==> src/rtl/swts_pkg.sv <==
// ----------------------------------------------------------------------------
// swts_pkg
// Shared widths, defaults, tdata field offsets and the control/status
// bundles between the sequencer and the datapath of the shortest-window block.
// ----------------------------------------------------------------------------
package swts_pkg;

  // Fixed field widths of the stream and configuration ports
  localparam int VALUE_W     = 16;
  localparam int POS_OUT_W   = 20;
  localparam int TARGET_W    = 32;
  localparam int SUM_W       = TARGET_W + 1;
  localparam int IN_TDATA_W  = 16;
  localparam int OUT_TDATA_W = 48;

  // Output tdata field offsets, lowest bit first
  localparam int OUT_START_LSB = 0;
  localparam int OUT_END_LSB   = OUT_START_LSB + POS_OUT_W;
  localparam int OUT_FOUND_BIT = OUT_END_LSB + POS_OUT_W;
  localparam int OUT_OVF_BIT   = OUT_FOUND_BIT + 1;

  // Parameter defaults
  localparam int WINDOW_DEPTH_DEF  = 4096;
  localparam int POSITION_BITS_DEF = 20;
  localparam int VALUE_BITS_DEF    = 16;

  // Commands from the sequencer to the datapath
  typedef struct packed {
    logic load;      // take the request, restart the stream if flagged
    logic append;    // write the value at the tail and add it to the sum
    logic mem_rd;    // read the front entry of the window
    logic drop;      // subtract the front entry and advance the head
    logic ovf_set;   // mark the store as overrun
    logic best_upd;  // take the current window as the best run
    logic finish;    // advance the position and load the result register
  } cmd_t;

  // Status from the datapath to the sequencer
  typedef struct packed {
    logic full;      // window store holds its maximum
    logic nonempty;  // window holds at least one value
    logic gt;        // running sum above target
    logic eq;        // running sum equals target
    logic better;    // current window beats the best run
    logic out_free;  // result register can take a new result
  } status_t;

endpackage

==> src/rtl/swts_ctrl.sv <==
// ----------------------------------------------------------------------------
// swts_ctrl
// Sequencer: walks each request through append, front-drop loop, match
// check and result hand-off, issuing one command set per cycle.
// ----------------------------------------------------------------------------
module swts_ctrl (
  input  logic              clk_i,
  input  logic              rst_ni,
  input  logic              s_valid_i,
  output logic              s_ready_o,
  input  swts_pkg::status_t status_i,
  output swts_pkg::cmd_t    cmd_o
);

  typedef enum logic [6:0] {
    ST_IDLE   = 7'b0000001,
    ST_APPEND = 7'b0000010,
    ST_FULL   = 7'b0000100,
    ST_SCAN   = 7'b0001000,
    ST_DROP   = 7'b0010000,
    ST_MDROP  = 7'b0100000,
    ST_FINISH = 7'b1000000
  } state_e;

  state_e state_q, state_d;

  assign s_ready_o = (state_q == ST_IDLE);

  // Next state and command decode
  always_comb begin
    state_d = state_q;
    cmd_o   = '0;
    unique case (state_q)
      ST_IDLE: begin
        if (s_valid_i) begin
          cmd_o.load = 1'b1;
          state_d    = ST_APPEND;
        end
      end
      ST_APPEND: begin
        if (status_i.full) begin
          // make room: fetch the oldest value first
          cmd_o.mem_rd = 1'b1;
          state_d      = ST_FULL;
        end else begin
          cmd_o.append = 1'b1;
          state_d      = ST_SCAN;
        end
      end
      ST_FULL: begin
        cmd_o.drop    = 1'b1;
        cmd_o.ovf_set = 1'b1;
        state_d       = ST_APPEND;
      end
      ST_SCAN: begin
        priority if (status_i.gt && status_i.nonempty) begin
          cmd_o.mem_rd = 1'b1;
          state_d      = ST_DROP;
        end else if (status_i.eq && status_i.nonempty) begin
          cmd_o.best_upd = status_i.better;
          cmd_o.mem_rd   = 1'b1;
          state_d        = ST_MDROP;
        end else begin
          state_d = ST_FINISH;
        end
      end
      ST_DROP: begin
        cmd_o.drop = 1'b1;
        state_d    = ST_SCAN;
      end
      ST_MDROP: begin
        cmd_o.drop = 1'b1;
        state_d    = ST_FINISH;
      end
      ST_FINISH: begin
        // hold until the result register frees up
        if (status_i.out_free) begin
          cmd_o.finish = 1'b1;
          state_d      = ST_IDLE;
        end
      end
      default: begin
        state_d = ST_IDLE;
      end
    endcase
  end

  always_ff @(posedge clk_i or negedge rst_ni) begin
    if (!rst_ni) begin
      state_q <= ST_IDLE;
    end else begin
      state_q <= state_d;
    end
  end

endmodule

==> config.mk <==
export PLATFORM = sky130hd
export DESIGN_NAME = swts_ctrl
export DESIGN_NICKNAME = d
export VERILOG_FILES = /design/src/rtl/swts_pkg.sv /design/src/rtl/swts_ctrl.sv
export SDC_FILE = /design/constraint.sdc
export NUM_CORES = 1
export LEC_CHECK = 0
export ABC_CLOCK_PERIOD_IN_PS = 1910
export BUFFER_PORTS_ARGS = -buffer_cell sky130_fd_sc_hd__buf_4
export CORE_UTILIZATION = 24
export CTS_BUF_LIST = sky130_fd_sc_hd__clkbuf_8
export DETAILED_ROUTE_END_ITERATION = 8
export GPL_ROUTABILITY_DRIVEN = 0
export SETUP_SLACK_MARGIN = 0.3
export SYNTH_ARGS = -nofsm -noshare
export SYNTH_HDL_FRONTEND = slang
export SYNTH_SLANG_ARGS = --single-unit
==> constraint.sdc <==
create_clock -name clk_i -period 1.91 [get_ports clk_i]
set_clock_uncertainty 0.1 [all_clocks]
set_input_delay 0 -clock clk_i [delete_from_list [all_inputs] [get_ports clk_i]]
set_output_delay 0 -clock clk_i [all_outputs]
set_load 0.05 [all_outputs]
Yosys cells after proc, flatten, opt, wreduce, memory -nomap -nowiden
Cells that the tools add are included.
{ "word_totals": {"regBits": 7, "inputBits": 9, "output_inout_bits": 8, "elab_cells": 35} }
{ "op_classes": {"eq_ne": 9, "muxes": 21, "n_reduce_logical": 4} }
{ "ops": {"columns": ["op", "count"], "rows": [
  ["7-bit case mux with 7 select lines", 1],
  ["7-bit two-way mux", 4],
  ["1-bit two-way mux", 14],
  ["7-bit by 1-bit equality test with 1-bit output, second input constant", 1],
  ["7-bit by 2-bit equality test with 1-bit output, second input constant", 1],
  ["7-bit by 3-bit equality test with 1-bit output, second input constant", 1],
  ["7-bit by 4-bit equality test with 1-bit output, second input constant", 1],
  ["7-bit by 5-bit equality test with 1-bit output, second input constant", 1],
  ["7-bit by 6-bit equality test with 1-bit output, second input constant", 1],
  ["7-bit equality test, second input constant", 1],
  ["4-bit two-way mux", 1],
  ["2-bit != test, second input constant", 2],
  ["3-bit OR reduction", 1],
  ["1-bit logical AND", 2],
  ["1-bit case mux with 2 select lines", 1],
  ["2-bit AND reduction", 1]
]} }

Depth between registers and ports, before layout
Gate-level depths: netlist (run 1).
{ "depth": {"ltp_word": 4, "ltp_mapped": 4} }

Worst setup path before layout (run 1)
No wires, ideal clock.
{ "synth_timing": {"path_type": "register to register", "from": "register state_q[5]", "to": "register state_q[3]", "t_arrival_ps": 2143, "t_required_ps": 1738, "path_slack_ps": -405, "stages_incl_launch_ff": 4, "n_path_buf": 0, "cell_sequence": "dfrtp_1 > or4_4 > nor4_2 > a31o_1"} }
{ "synth_between": {"elab_chain_cells": 3} }
{ "synth_rtl": {"columns": ["item", "line", "source"], "rows": [
  ["from (decl)", "swts_ctrl.sv:25", "state_e state_q, state_d;"],
  ["from (signal assigned)", "swts_ctrl.sv:92", "state_q <= state_d;"],
  ["7-bit equality test or 7-bit by 1-bit equality test with 1-bit output (tied branches)", "swts_ctrl.sv:33", "unique case (state_q)"],
  ["2-bit != test (no source line)", null, null],
  ["2-bit AND reduction (no source line)", null, null]
]} }
Parallel ways exist; a longest one is shown, timed or not.
A chain may end at the register's enable or synchronous reset.

==> results of run 1 <==
==> cells in the final DEF (no fill, tap or decap), types with 2 or more instances in the layout <==
cell,count
and2_1,2
and3_1,2
and4_1,2
buf_4,19
buf_6,3
buf_8,3
clkbuf_8,3
dfrtp_1,3
dfrtp_2,3
dlygate4sd3_1,5
inv_1,3
nor2_1,3
nor4_4,3
o211ai_1,2
o21ai_0,3
xor2_1,2
==> layer usage <==
layer,track usage,vias to the layer above,share of wire
li1,-,253,-
met1,0.1671,225,0.45
met2,0.2085,19,0.49
met3,0.05098,3,0.052
met4,0.03529,0,0.011
met5,0,-,0
==> cells in the mapped netlist, types with 2 or more instances <==
library cell  number
dfrtp_1            6
and2_1             3
nor2_1             3
nor4_1             3
o21ai_0            3
and3_1             2
and4_1             2
inv_1              2
o211ai_1           2
xor2_1             2
==> stage by stage <==
stage,cells,setup TNS (ns),power [mW]
final,105,0,1.135
after global routing,105,-0.07388,1.204
after CTS,103,0,1.089
after detailed placement,92,0,0.7401
after global placement,92,0,0.7373
after floorplan,47,-0.8053,0.5907
==> where the power goes <==
group	total, mW	switching, mW	internal, mW
logic	0.656	0.309	0.347
registers	0.277	0.0848	0.192
clock network	0.202	0.0632	0.139
==> kinds of logic (layout without fill, tap and decap cells) <==
family,count (synthesis),count (layout),synth area share
AO/OA/AOI/OAI,11,11,0.1675
XOR/XNOR,2,2,0.03724
buffers and inverters,3,36,0.02393
flip-flops,7,7,0.3750
AND/OR/NAND/NOR,24,24,0.3963
==> worst max-delay path by stage <==
stage / startpoint / cells past startpoint / end
6_report: state_q[6] / 4 / cmd_o[6]
5_1_grt: state_q[6] / 4 / s_ready_o
4_1_cts: state_q[6] / 4 / cmd_o[6]
3_5_place_dp: state_q[5] / 4 / cmd_o[6]
3_3_place_gp: state_q[5] / 4 / cmd_o[6]
2_1_floorplan: state_q[5] / 3 / cmd_o[6]
==> timing repair <==
item,CTS,global route
gates resized for setup,13,5
pin swaps,8,1
hold endpoints to repair,12,0
setup endpoints to repair,9,11
buffers inserted,2,2
hold buffers,5,0
==> area by class of cell <==
class / instances / area (um^2)
clock inverter: 1 / 3.754
inverter: 2 / 7.507
timing repair buffer: 30 / 271.5
sequential: 7 / 180.2
multi-input combinational: 37 / 342.8
tap: 25 / 31.28
clock buffer: 3 / 41.29
fill: 174 / 904.6
==> critical path, stage by stage, from the launching register on <==
cell     delay [ns]
dfrtp_1        0.37
or4_4          0.60
nor4b_4        0.27
and2_4         0.19
buf_8          0.13
==> metrics, run 1 <==
outcome finished clean; DR pass1 iterations 4; Synth warnings 0; Die Span X 46.28 um; layout net count 90; Clock transition at path regs 0.04 ns; Total GRT Usage 0.1321; Post-synth EDFFs 0; # rows 15; ANT nets after route 0; initial antenna violation count 0; leading post-synthesis cells by cell area dfrtp_1, dfstp_2, nor4b_4; area leader, netlist dfrtp_1; DIE AREA 2141 um^2; Reg with most FFs state_q; VDD IR max roughly 0.63 mV; pre-CTS setup slack 0.1257 ns; Sink Count 7; fin area between 800 and 900 um^2; CTS Buffer Depth 2; Remaining DRCs 0; number of failing hold endpoints at the final stage 0; largest net degree at the start of global routing 11; Mapped Area 470.5 um^2; I/O Buffers 16; RSZ-0062 raised after global routing true; biggest regs state_q (7); Detailed Place HPWL 929.4 um; Post-synth ARST share 1.000; Core Area 1783 um^2; Worst-Margin Slew 0.3412 ns; Reg2Reg Depth 5; max cap viols 0; worst path arrival time 1.78 ns; routed len/inst 12.16 um; max reg flops 7; Clk Latency, worst-skew pair around 0.23 ns; number of distinct library cells after synthesis 29; CP Max Fanout 3; first-pass GRT wire length 1959 um; DP Area roughly 670 um^2; share of layout cells above drive strength 1 0.5250; fmax 530.7 MHz; Seq cells post-synth 7; Synth top area share 0.3191; register area share after synthesis 0.3750; Die H 46.28 um; worst setup path category flop to output port; Routed Wire Length roughly 1300 um; Worst setup SP type flop; Area Growth Syn to Fin 86.70%; Antenna diodes 0; required time worst endpoint 1.81 ns; total congestion overflow 0; Max Slew Vio Count 0; utilization after layout 0.4926; Crit. End Element output port; H-tree levels 1; CTS Buf Count 3; Synth Flop Type dfrtp_1; Avg Inst Size Synth 10.01 um^2; Iteration-0 DRC Markers 7; part of the cycle the worst path needs 0.9866; syn_nets 56; Worst R2R End state_q[0]; worst r2r src state_q[6]; max_slew headroom 0.7701; total leakage power between 0.4 and 0.5 nW; TritonCTS clock tree yes; Setup violations, final 0; vias in the first global route 447; PD cells between 1000 and 1500 nW/um^2; reg2reg setup slack roughly 0.14 ns; Initial Util 0.2639; via count 500; min-delay worst type input port to async pin; Synth Instances 47; num ports 17; Final WS setup around 0.026 ns; CTS root buf clkbuf_8; fin crit period about 1.9 ns; Via density 4.762; worst hold margin 0.02348 ns
No activity file was read; power rests on OpenSTA's default activity.
==> inputs of run 2 (changes only) <==
--- a/config.mk
+++ b/config.mk
@@ -11,6 +11,7 @@
 export CTS_BUF_LIST = sky130_fd_sc_hd__clkbuf_8
 export DETAILED_ROUTE_END_ITERATION = 8
 export GPL_ROUTABILITY_DRIVEN = 0
+export REMOVE_ABC_BUFFERS = 1
 export SETUP_SLACK_MARGIN = 0.3
 export SYNTH_ARGS = -nofsm -noshare
 export SYNTH_HDL_FRONTEND = slang
==> run 2 against run 1 <==
Effect of this change: non-clock buffer count rose by 1; clock power barely moved; sequential share of layout area rose by 0.58 points; count of clock-buffer cells in the layout did not move; die area did not move; global-route usage rose by 0.092 points; wire length fell by 2.0%; via count fell by 0.80%.
==> metrics, run 2 (synthesis results as in run 1) <==
outcome finished clean; routed len/inst 11.80 um (-3.0%); CTS Buf Count 3 (unchanged); Clock transition at path regs 0.04 ns (about the same); PD cells 1297 nW/um^2 (+0.38%); GR peak layer met2; # rows 15 (unchanged); Reg2Reg Depth 4 (-1); fin crit period 1.900 ns (+0.01586 ns); Worst-Margin Slew 0.3222 ns (-0.01904 ns); layout net count 91 (+1.1%); Crit. End Element output port; commonest non-fill, non-tap cell in the layout buf_4; Max Slew Vio Count 0 (unchanged); met1 Track Usage GR 0.1699 (+0.002792); number of failing hold endpoints at the final stage 0 (unchanged); Comb pwr share 0.588 (+0.010); Remaining DRCs 0 (unchanged); max cap viols 0 (unchanged); Detailed Place HPWL 875.9 um (-5.8%); part of the cycle the worst path needs 0.9949 (+0.008301); Routed Wire Length 1251 um (-2.0%); worst setup path category flop to output port; Die Span X 46.28 um (unchanged); first-pass GRT wire length 1842 um (-6.0%); fmax 526.3 MHz (-0.83%); critical path's slowest cell or4_4; total congestion overflow 0 (unchanged); Worst setup SP type flop; cell family with most CP delay simple AND/OR/NAND/NOR gates; Psw 0.4384 mW (-4.0%); total leakage power 0.4191 nW (+0.29%); H-tree levels 1 (unchanged); share of layout cells above drive strength 1 0.4938 (-0.03117); fin area 848.3 um^2 (-3.4%); CTS root buf clkbuf_8; Die H 46.28 um (unchanged); fin cells 106 (+0.95%); max_slew headroom 0.7832 (+0.01312); Via density 4.679 (-1.7%); Reg with most FFs state_q; max reg flops 7 (unchanged); DP Area 663.1 um^2 (-1.7%); Total GRT Usage 0.1330 (+0.0009182); largest net degree at the start of global routing 9 (-2); placed cell count 93 (+1.1%); min-delay worst type input port to async pin; Worst R2R End state_q[0]; commonest non-fill, non-tap cells in the layout buf_4, dlygate4sd3_1, dfrtp_1; vias in the first global route 431 (-3.6%); internal power contribution 0.6618 mW (-2.4%); clock power share 0.182 (+0.004); num ports 17 (unchanged); biggest regs state_q (7); Area Growth Syn to Fin 80.32%; via count 496 (-0.80%); I/O Buffers 16 (unchanged); DIE AREA 2141 um^2 (unchanged); Tot Pwr 1.100 mW (-3.0%); crit-path max cell delay 0.58 ns (-0.02 ns); initial antenna violation count 0 (unchanged); worst path arrival time 1.80 ns (+0.02 ns); Sink Count 7 (unchanged); Initial Util 0.2639 (unchanged); utilization after layout 0.4758 (-0.01684); Core Area 1783 um^2 (unchanged); Clk Latency, worst-skew pair 0.22 ns (about the same); cell depth of the worst setup path 4 (unchanged); Crit. Startpoint state_q[6]; RSZ-0062 raised after global routing true; VDD IR max 0.7195 mV (+14%); Setup violations, final 0 (unchanged); CP Max Fanout 3 (unchanged); met2 GRT Util 0.1859 (-0.02254); DR pass1 iterations 4 (unchanged); ANT nets after route 0 (unchanged); Antenna diodes 0 (unchanged); worst r2r src state_q[6]; required time worst endpoint 1.81 ns (about the same); switch share 0.3985 (-0.003796); Iteration-0 DRC Markers 4 (-3); reg2reg setup slack 0.23 ns (+0.09 ns); M3 GR Usage 0.01176 (-0.03922); Buf/Inv on CP 1 (unchanged); Seq pwr share 0.229 (-0.015); CTS Buffer Depth 2 (unchanged); TritonCTS clock tree yes; CP Cell Sequence or4_4 -> nor4b_4 -> and2_4 -> buf_8; CP Capture Point cmd_o[6]
-- run 2: per-stage QoR --
| step | hold slack [ns] | TNS [ns] | setup slack (ns) |
|---|---|---|---|
| 6_report | 0.02551 | 0 | 0.009784 |
| 5_1_grt | 0.03877 | -0.1531 | -0.07117 |
| 4_1_cts | 0.01938 | -0.02045 | -0.02045 |
| 3_5_place_dp | -0.2808 | 0 | 0.2214 |
| 3_3_place_gp | -0.2827 | 0 | 0.2253 |
| 2_1_floorplan | -0.3956 | -1.213 | -0.4054 |
-- run 2: worst min-delay path by stage --
stage | start | end | slack (ns) | cells past startpoint
floorplan | rst_ni | state_q[1] | -0.40 | 0
finish | rst_ni | state_q[5] | 0.03 | 2
detailed placement | rst_ni | state_q[4] | -0.28 | 1
CTS | rst_ni | state_q[5] | 0.02 | 2
global route | rst_ni | state_q[5] | 0.04 | 2
global placement | rst_ni | state_q[4] | -0.28 | 1
-- run 2: cell type report --
type	count	area, um^2
fillers	177	934.6
multi-input cells	37	317.8
repair buffers	31	267.8
flip-flops and latches	7	178.9
well taps	25	31.28
clock buffers	3	41.29
inverters	2	7.507
clock inverters	1	3.754
-- run 2: power groups by stage --
stage | clock (mW) | sequential (mW) | combinational, mW
after floorplan | 0 | 0.239 | 0.331
after global placement | 0 | 0.244 | 0.484
after detailed placement | 0 | 0.245 | 0.489
after CTS | 0.209 | 0.247 | 0.581
after global routing | 0.215 | 0.258 | 0.691
final | 0.201 | 0.252 | 0.647
-- run 2: what timing repair did --
action | in CTS | in global routing
pin swaps | 2 | 7
endpoints found under the hold margin | 12 | 0
setup endpoints to repair | 8 | 10
gates resized for setup | 6 | 8
hold buffers | 5 | 0
gates cloned | 0 | 0
setup buffers | 2 | 2
-- run 2: per-layer routing --
layer / wire length [um] / share of wire
met5: 0 / 0
met1: 591 / 0.47
met4: 22 / 0.018
met3: 44 / 0.035
met2: 592 / 0.47
==> inputs of run 3 (changes only) <==
--- a/config.mk
+++ b/config.mk
@@ -5,14 +5,16 @@
 export SDC_FILE = /design/constraint.sdc
 export NUM_CORES = 1
 export LEC_CHECK = 0
+export ABC_AREA = 1
 export ABC_CLOCK_PERIOD_IN_PS = 1910
-export BUFFER_PORTS_ARGS = -buffer_cell sky130_fd_sc_hd__buf_4
 export CORE_UTILIZATION = 24
 export CTS_BUF_LIST = sky130_fd_sc_hd__clkbuf_8
 export DETAILED_ROUTE_END_ITERATION = 8
+export DONT_BUFFER_PORTS = 1
 export GPL_ROUTABILITY_DRIVEN = 0
 export REMOVE_ABC_BUFFERS = 1
 export SETUP_SLACK_MARGIN = 0.3
+export SKIP_LAST_GASP = 1
 export SYNTH_ARGS = -nofsm -noshare
 export SYNTH_HDL_FRONTEND = slang
 export SYNTH_SLANG_ARGS = --single-unit
==> run 3 against run 2 <==
Effect of this change: cell area is 13% lower; critical path type unchanged; sequential power is 9.5% lower; register-to-register slack better by 0.31 ns; via count is 1.6% lower; synthesized cell count is 49% higher; critical path depth is 1 higher; core utilization is 10 points lower; clock power hardly changed; count of clock-buffer cells in the layout stayed put; first-iteration DRC count grew to 4.3 times the previous value; sequential share of layout area is 2.8 points higher; largest cell class unchanged.
==> metrics, run 3 <==
outcome finished clean; initial antenna violation count 0 (unchanged); Via density 4.243 (-9.3%); max reg flops 7 (unchanged); Reg with most FFs state_q; Sink Count 7 (unchanged); commonest non-fill, non-tap cells in the layout inv_1, nor2_1, nand2_1, dlygate4sd3_1; max cap viols 0 (unchanged); Setup TNS 0 ns (unchanged); H-tree levels 1 (unchanged); Post-synth EDFFs 0 (unchanged); Core Area 1962 um^2 (+10%); Setup violations, final 0 (unchanged); CP Cell Sequence nor2_4 -> nand2_2 -> or2_4 -> nor3b_4 -> buf_6; Initial Util 0.2551 (-0.008758); Remaining DRCs 0 (unchanged); RSZ-0062 raised after global routing true; largest net degree at the start of global routing 8 (-1); TritonCTS clock tree yes; Die H 47.67 um (+3.0%); Die Span X 47.67 um (+3.0%); worst setup path category flop to output port; number of failing hold endpoints at the final stage 0 (unchanged); total congestion overflow 0 (unchanged); vias in the first global route 458 (+6.3%); register area share after synthesis 0.3525 (-0.02250); Crit. End Element output port; Mapped Area 500.5 um^2 (+6.4%); Routed Wire Length 1236 um (-1.2%); Post-synth ARST share 1.000 (unchanged); most frequent cell after synthesis inv_1; number of distinct library cells after synthesis 22 (-24%); required time worst endpoint 1.81 ns (about the same); Total GRT Usage 0.1254 (-0.007620); Iteration-0 DRC Markers 17 (+13); CTS Buffer Depth 2 (unchanged); num ports 17 (unchanged); Synth top area share 0.3000 (-0.01915); Synth warnings 0 (unchanged); Seq cells post-synth 7 (unchanged); routed len/inst 10.75 um (-8.9%); CTS root buf clkbuf_8; CP Max Fanout 4 (+1); Synth Instances 70 (+49%); total leakage power 0.3775 nW (-9.9%); VDD IR max 0.5608 mV (-22%); Detailed Place HPWL 856.8 um (-2.2%); worst path arrival time 1.51 ns (-0.29 ns); DIE AREA 2272 um^2 (+6.1%); most frequent cells after synthesis inv_1, nor2_1, nand2_1; CTS Buf Count 3 (unchanged); PD cells 1201 nW/um^2 (-7.4%); first-pass GRT wire length 1904 um (+3.4%); Avg Inst Size Synth 7.150 um^2 (-29%); I/O Buffers 0 (-16); critical path's slowest cell dfrtp_1; fmax 622.0 MHz (+18%); leading post-synthesis cells by cell area dfrtp_1, inv_1, nor2_1; biggest regs state_q (7); Buf/Inv on CP 1 (unchanged); Tot Pwr 0.8849 mW (-20%); Antenna diodes 0 (unchanged); Area Growth Syn to Fin 47.25%; Synth Flop Type dfrtp_1; Worst setup SP type flop; Clk Latency, worst-skew pair 0.22 ns (about the same); ANT nets after route 0 (unchanged); commonest non-fill, non-tap cell in the layout inv_1; min-delay worst type input port to async pin; fin cells 115 (+8.5%); Worst-Margin Slew 0.4258 ns (+0.1036 ns); Max Slew Vio Count 0 (unchanged); share of layout cells above drive strength 1 0.3068 (-0.1870); crit-path max cell delay 0.41 ns (-0.17 ns); area leader, netlist dfrtp_1; via count 488 (-1.6%); fin crit period 1.608 ns (-0.2926 ns); DR pass1 iterations 4 (unchanged); layout net count 98 (+7.7%); placed cell count 102 (+9.7%); Clock transition at path regs 0.04 ns (about the same); max_slew headroom 0.7158 (-0.06742); cell family with most CP delay simple AND/OR/NAND/NOR gates; part of the cycle the worst path needs 0.8417 (-0.1532); # rows 16 (+1)
==> run 3: cell types whose count changed after synthesis, sizes merged, moves of 2 or more <==
cell and change:
nand2 +11, xor2 -2, and2 -3, and3 -2, nor4 -3, inv +15, nor2 +12, and4 -2
nand3 +7, or2 +2
==> run 3: worst reg2reg max path, stage by stage (launching register included) <==
cell and delay (ns):
dfstp_2 0.56, nand2_1 0.06, nor2_1 0.16, nand3_1 0.12
nand2_1 0.11, inv_1 0.04, nand3_1 0.07, nand2_1 0.06
==> run 3: final cells by class <==
cell class	instances	area (um^2)
clock buffer	3	41.29
clock inverter	1	3.754
fill	218	1225
inverter	17	67.56
multi-input combinational	46	277.8
sequential	7	176.4
tap	27	33.78
timing repair buffer	14	136.4
==> run 3: timing repair <==
action	in CTS	in global routing
endpoints found under the hold margin	13	0
hold buffers	8	0
pin swaps	0	1
resized for setup	2	4
endpoints found under the setup margin	2	4
buffers inserted	0	1
==> run 3: cells by family (layout without fill, tap and decap cells) <==
| family | Yosys count | count (layout) | share of synthesized area |
|---|---|---|---|
| buffers and inverters | 17 | 35 | 0.1275 |
| and+or+nand+nor | 39 | 39 | 0.4150 |
| DFF | 7 | 7 | 0.3525 |
| AOI/OAI and AO/OA | 7 | 7 | 0.1050 |
==> run 3: worst paths after layout <==
check / from / endpoint / slack [ns] / cells after the start
min: rst_ni / state_q[1] / 0.01 / 1
min in group clk_i: status_i[3] / state_q[6] / 0.01 / 3
max: state_q[6] / cmd_o[1] / 0.30 / 5
min reg2reg: state_q[0] / state_q[0] / 0.57 / 4
max reg2reg: state_q[0] / state_q[0] / 0.54 / 7
max in group asynchronous: rst_ni / state_q[0] / 1.40 / 1
==> run 3: metal layers <==
metal / GRT usage / up-vias / routed length, um
li1: - / 253 / -
met1: 0.1567 / 216 / 606
met2: 0.1945 / 17 / 558
met3: 0.02642 / 2 / 53
met4: 0.08333 / 0 / 18
met5: 0 / - / 0
==> run 3: metrics by stage <==
stage	worst slack, ns	hold WS [ns]	util	area (um^2)
2_1_floorplan	-0.2516	-0.3956	-	500.5
3_3_place_gp	0.5434	-0.3954	0.2946	578.1
3_5_place_dp	0.5401	-0.3954	0.2946	578.1
4_1_cts	0.3004	0.003679	0.3629	711.9
5_1_grt	0.2467	0.02797	0.3756	737.0
6_report	0.3024	0.01116	0.3756	737.0
==> run 3: where the power goes <==
group | switching, mW | internal, mW | leakage [nW]
Clock | 0.0616 | 0.139 | 0.0269
Sequential | 0.0381 | 0.190 | 0.0926
Combinational | 0.316 | 0.140 | 0.258
Total | 0.416 | 0.469 | 0.378
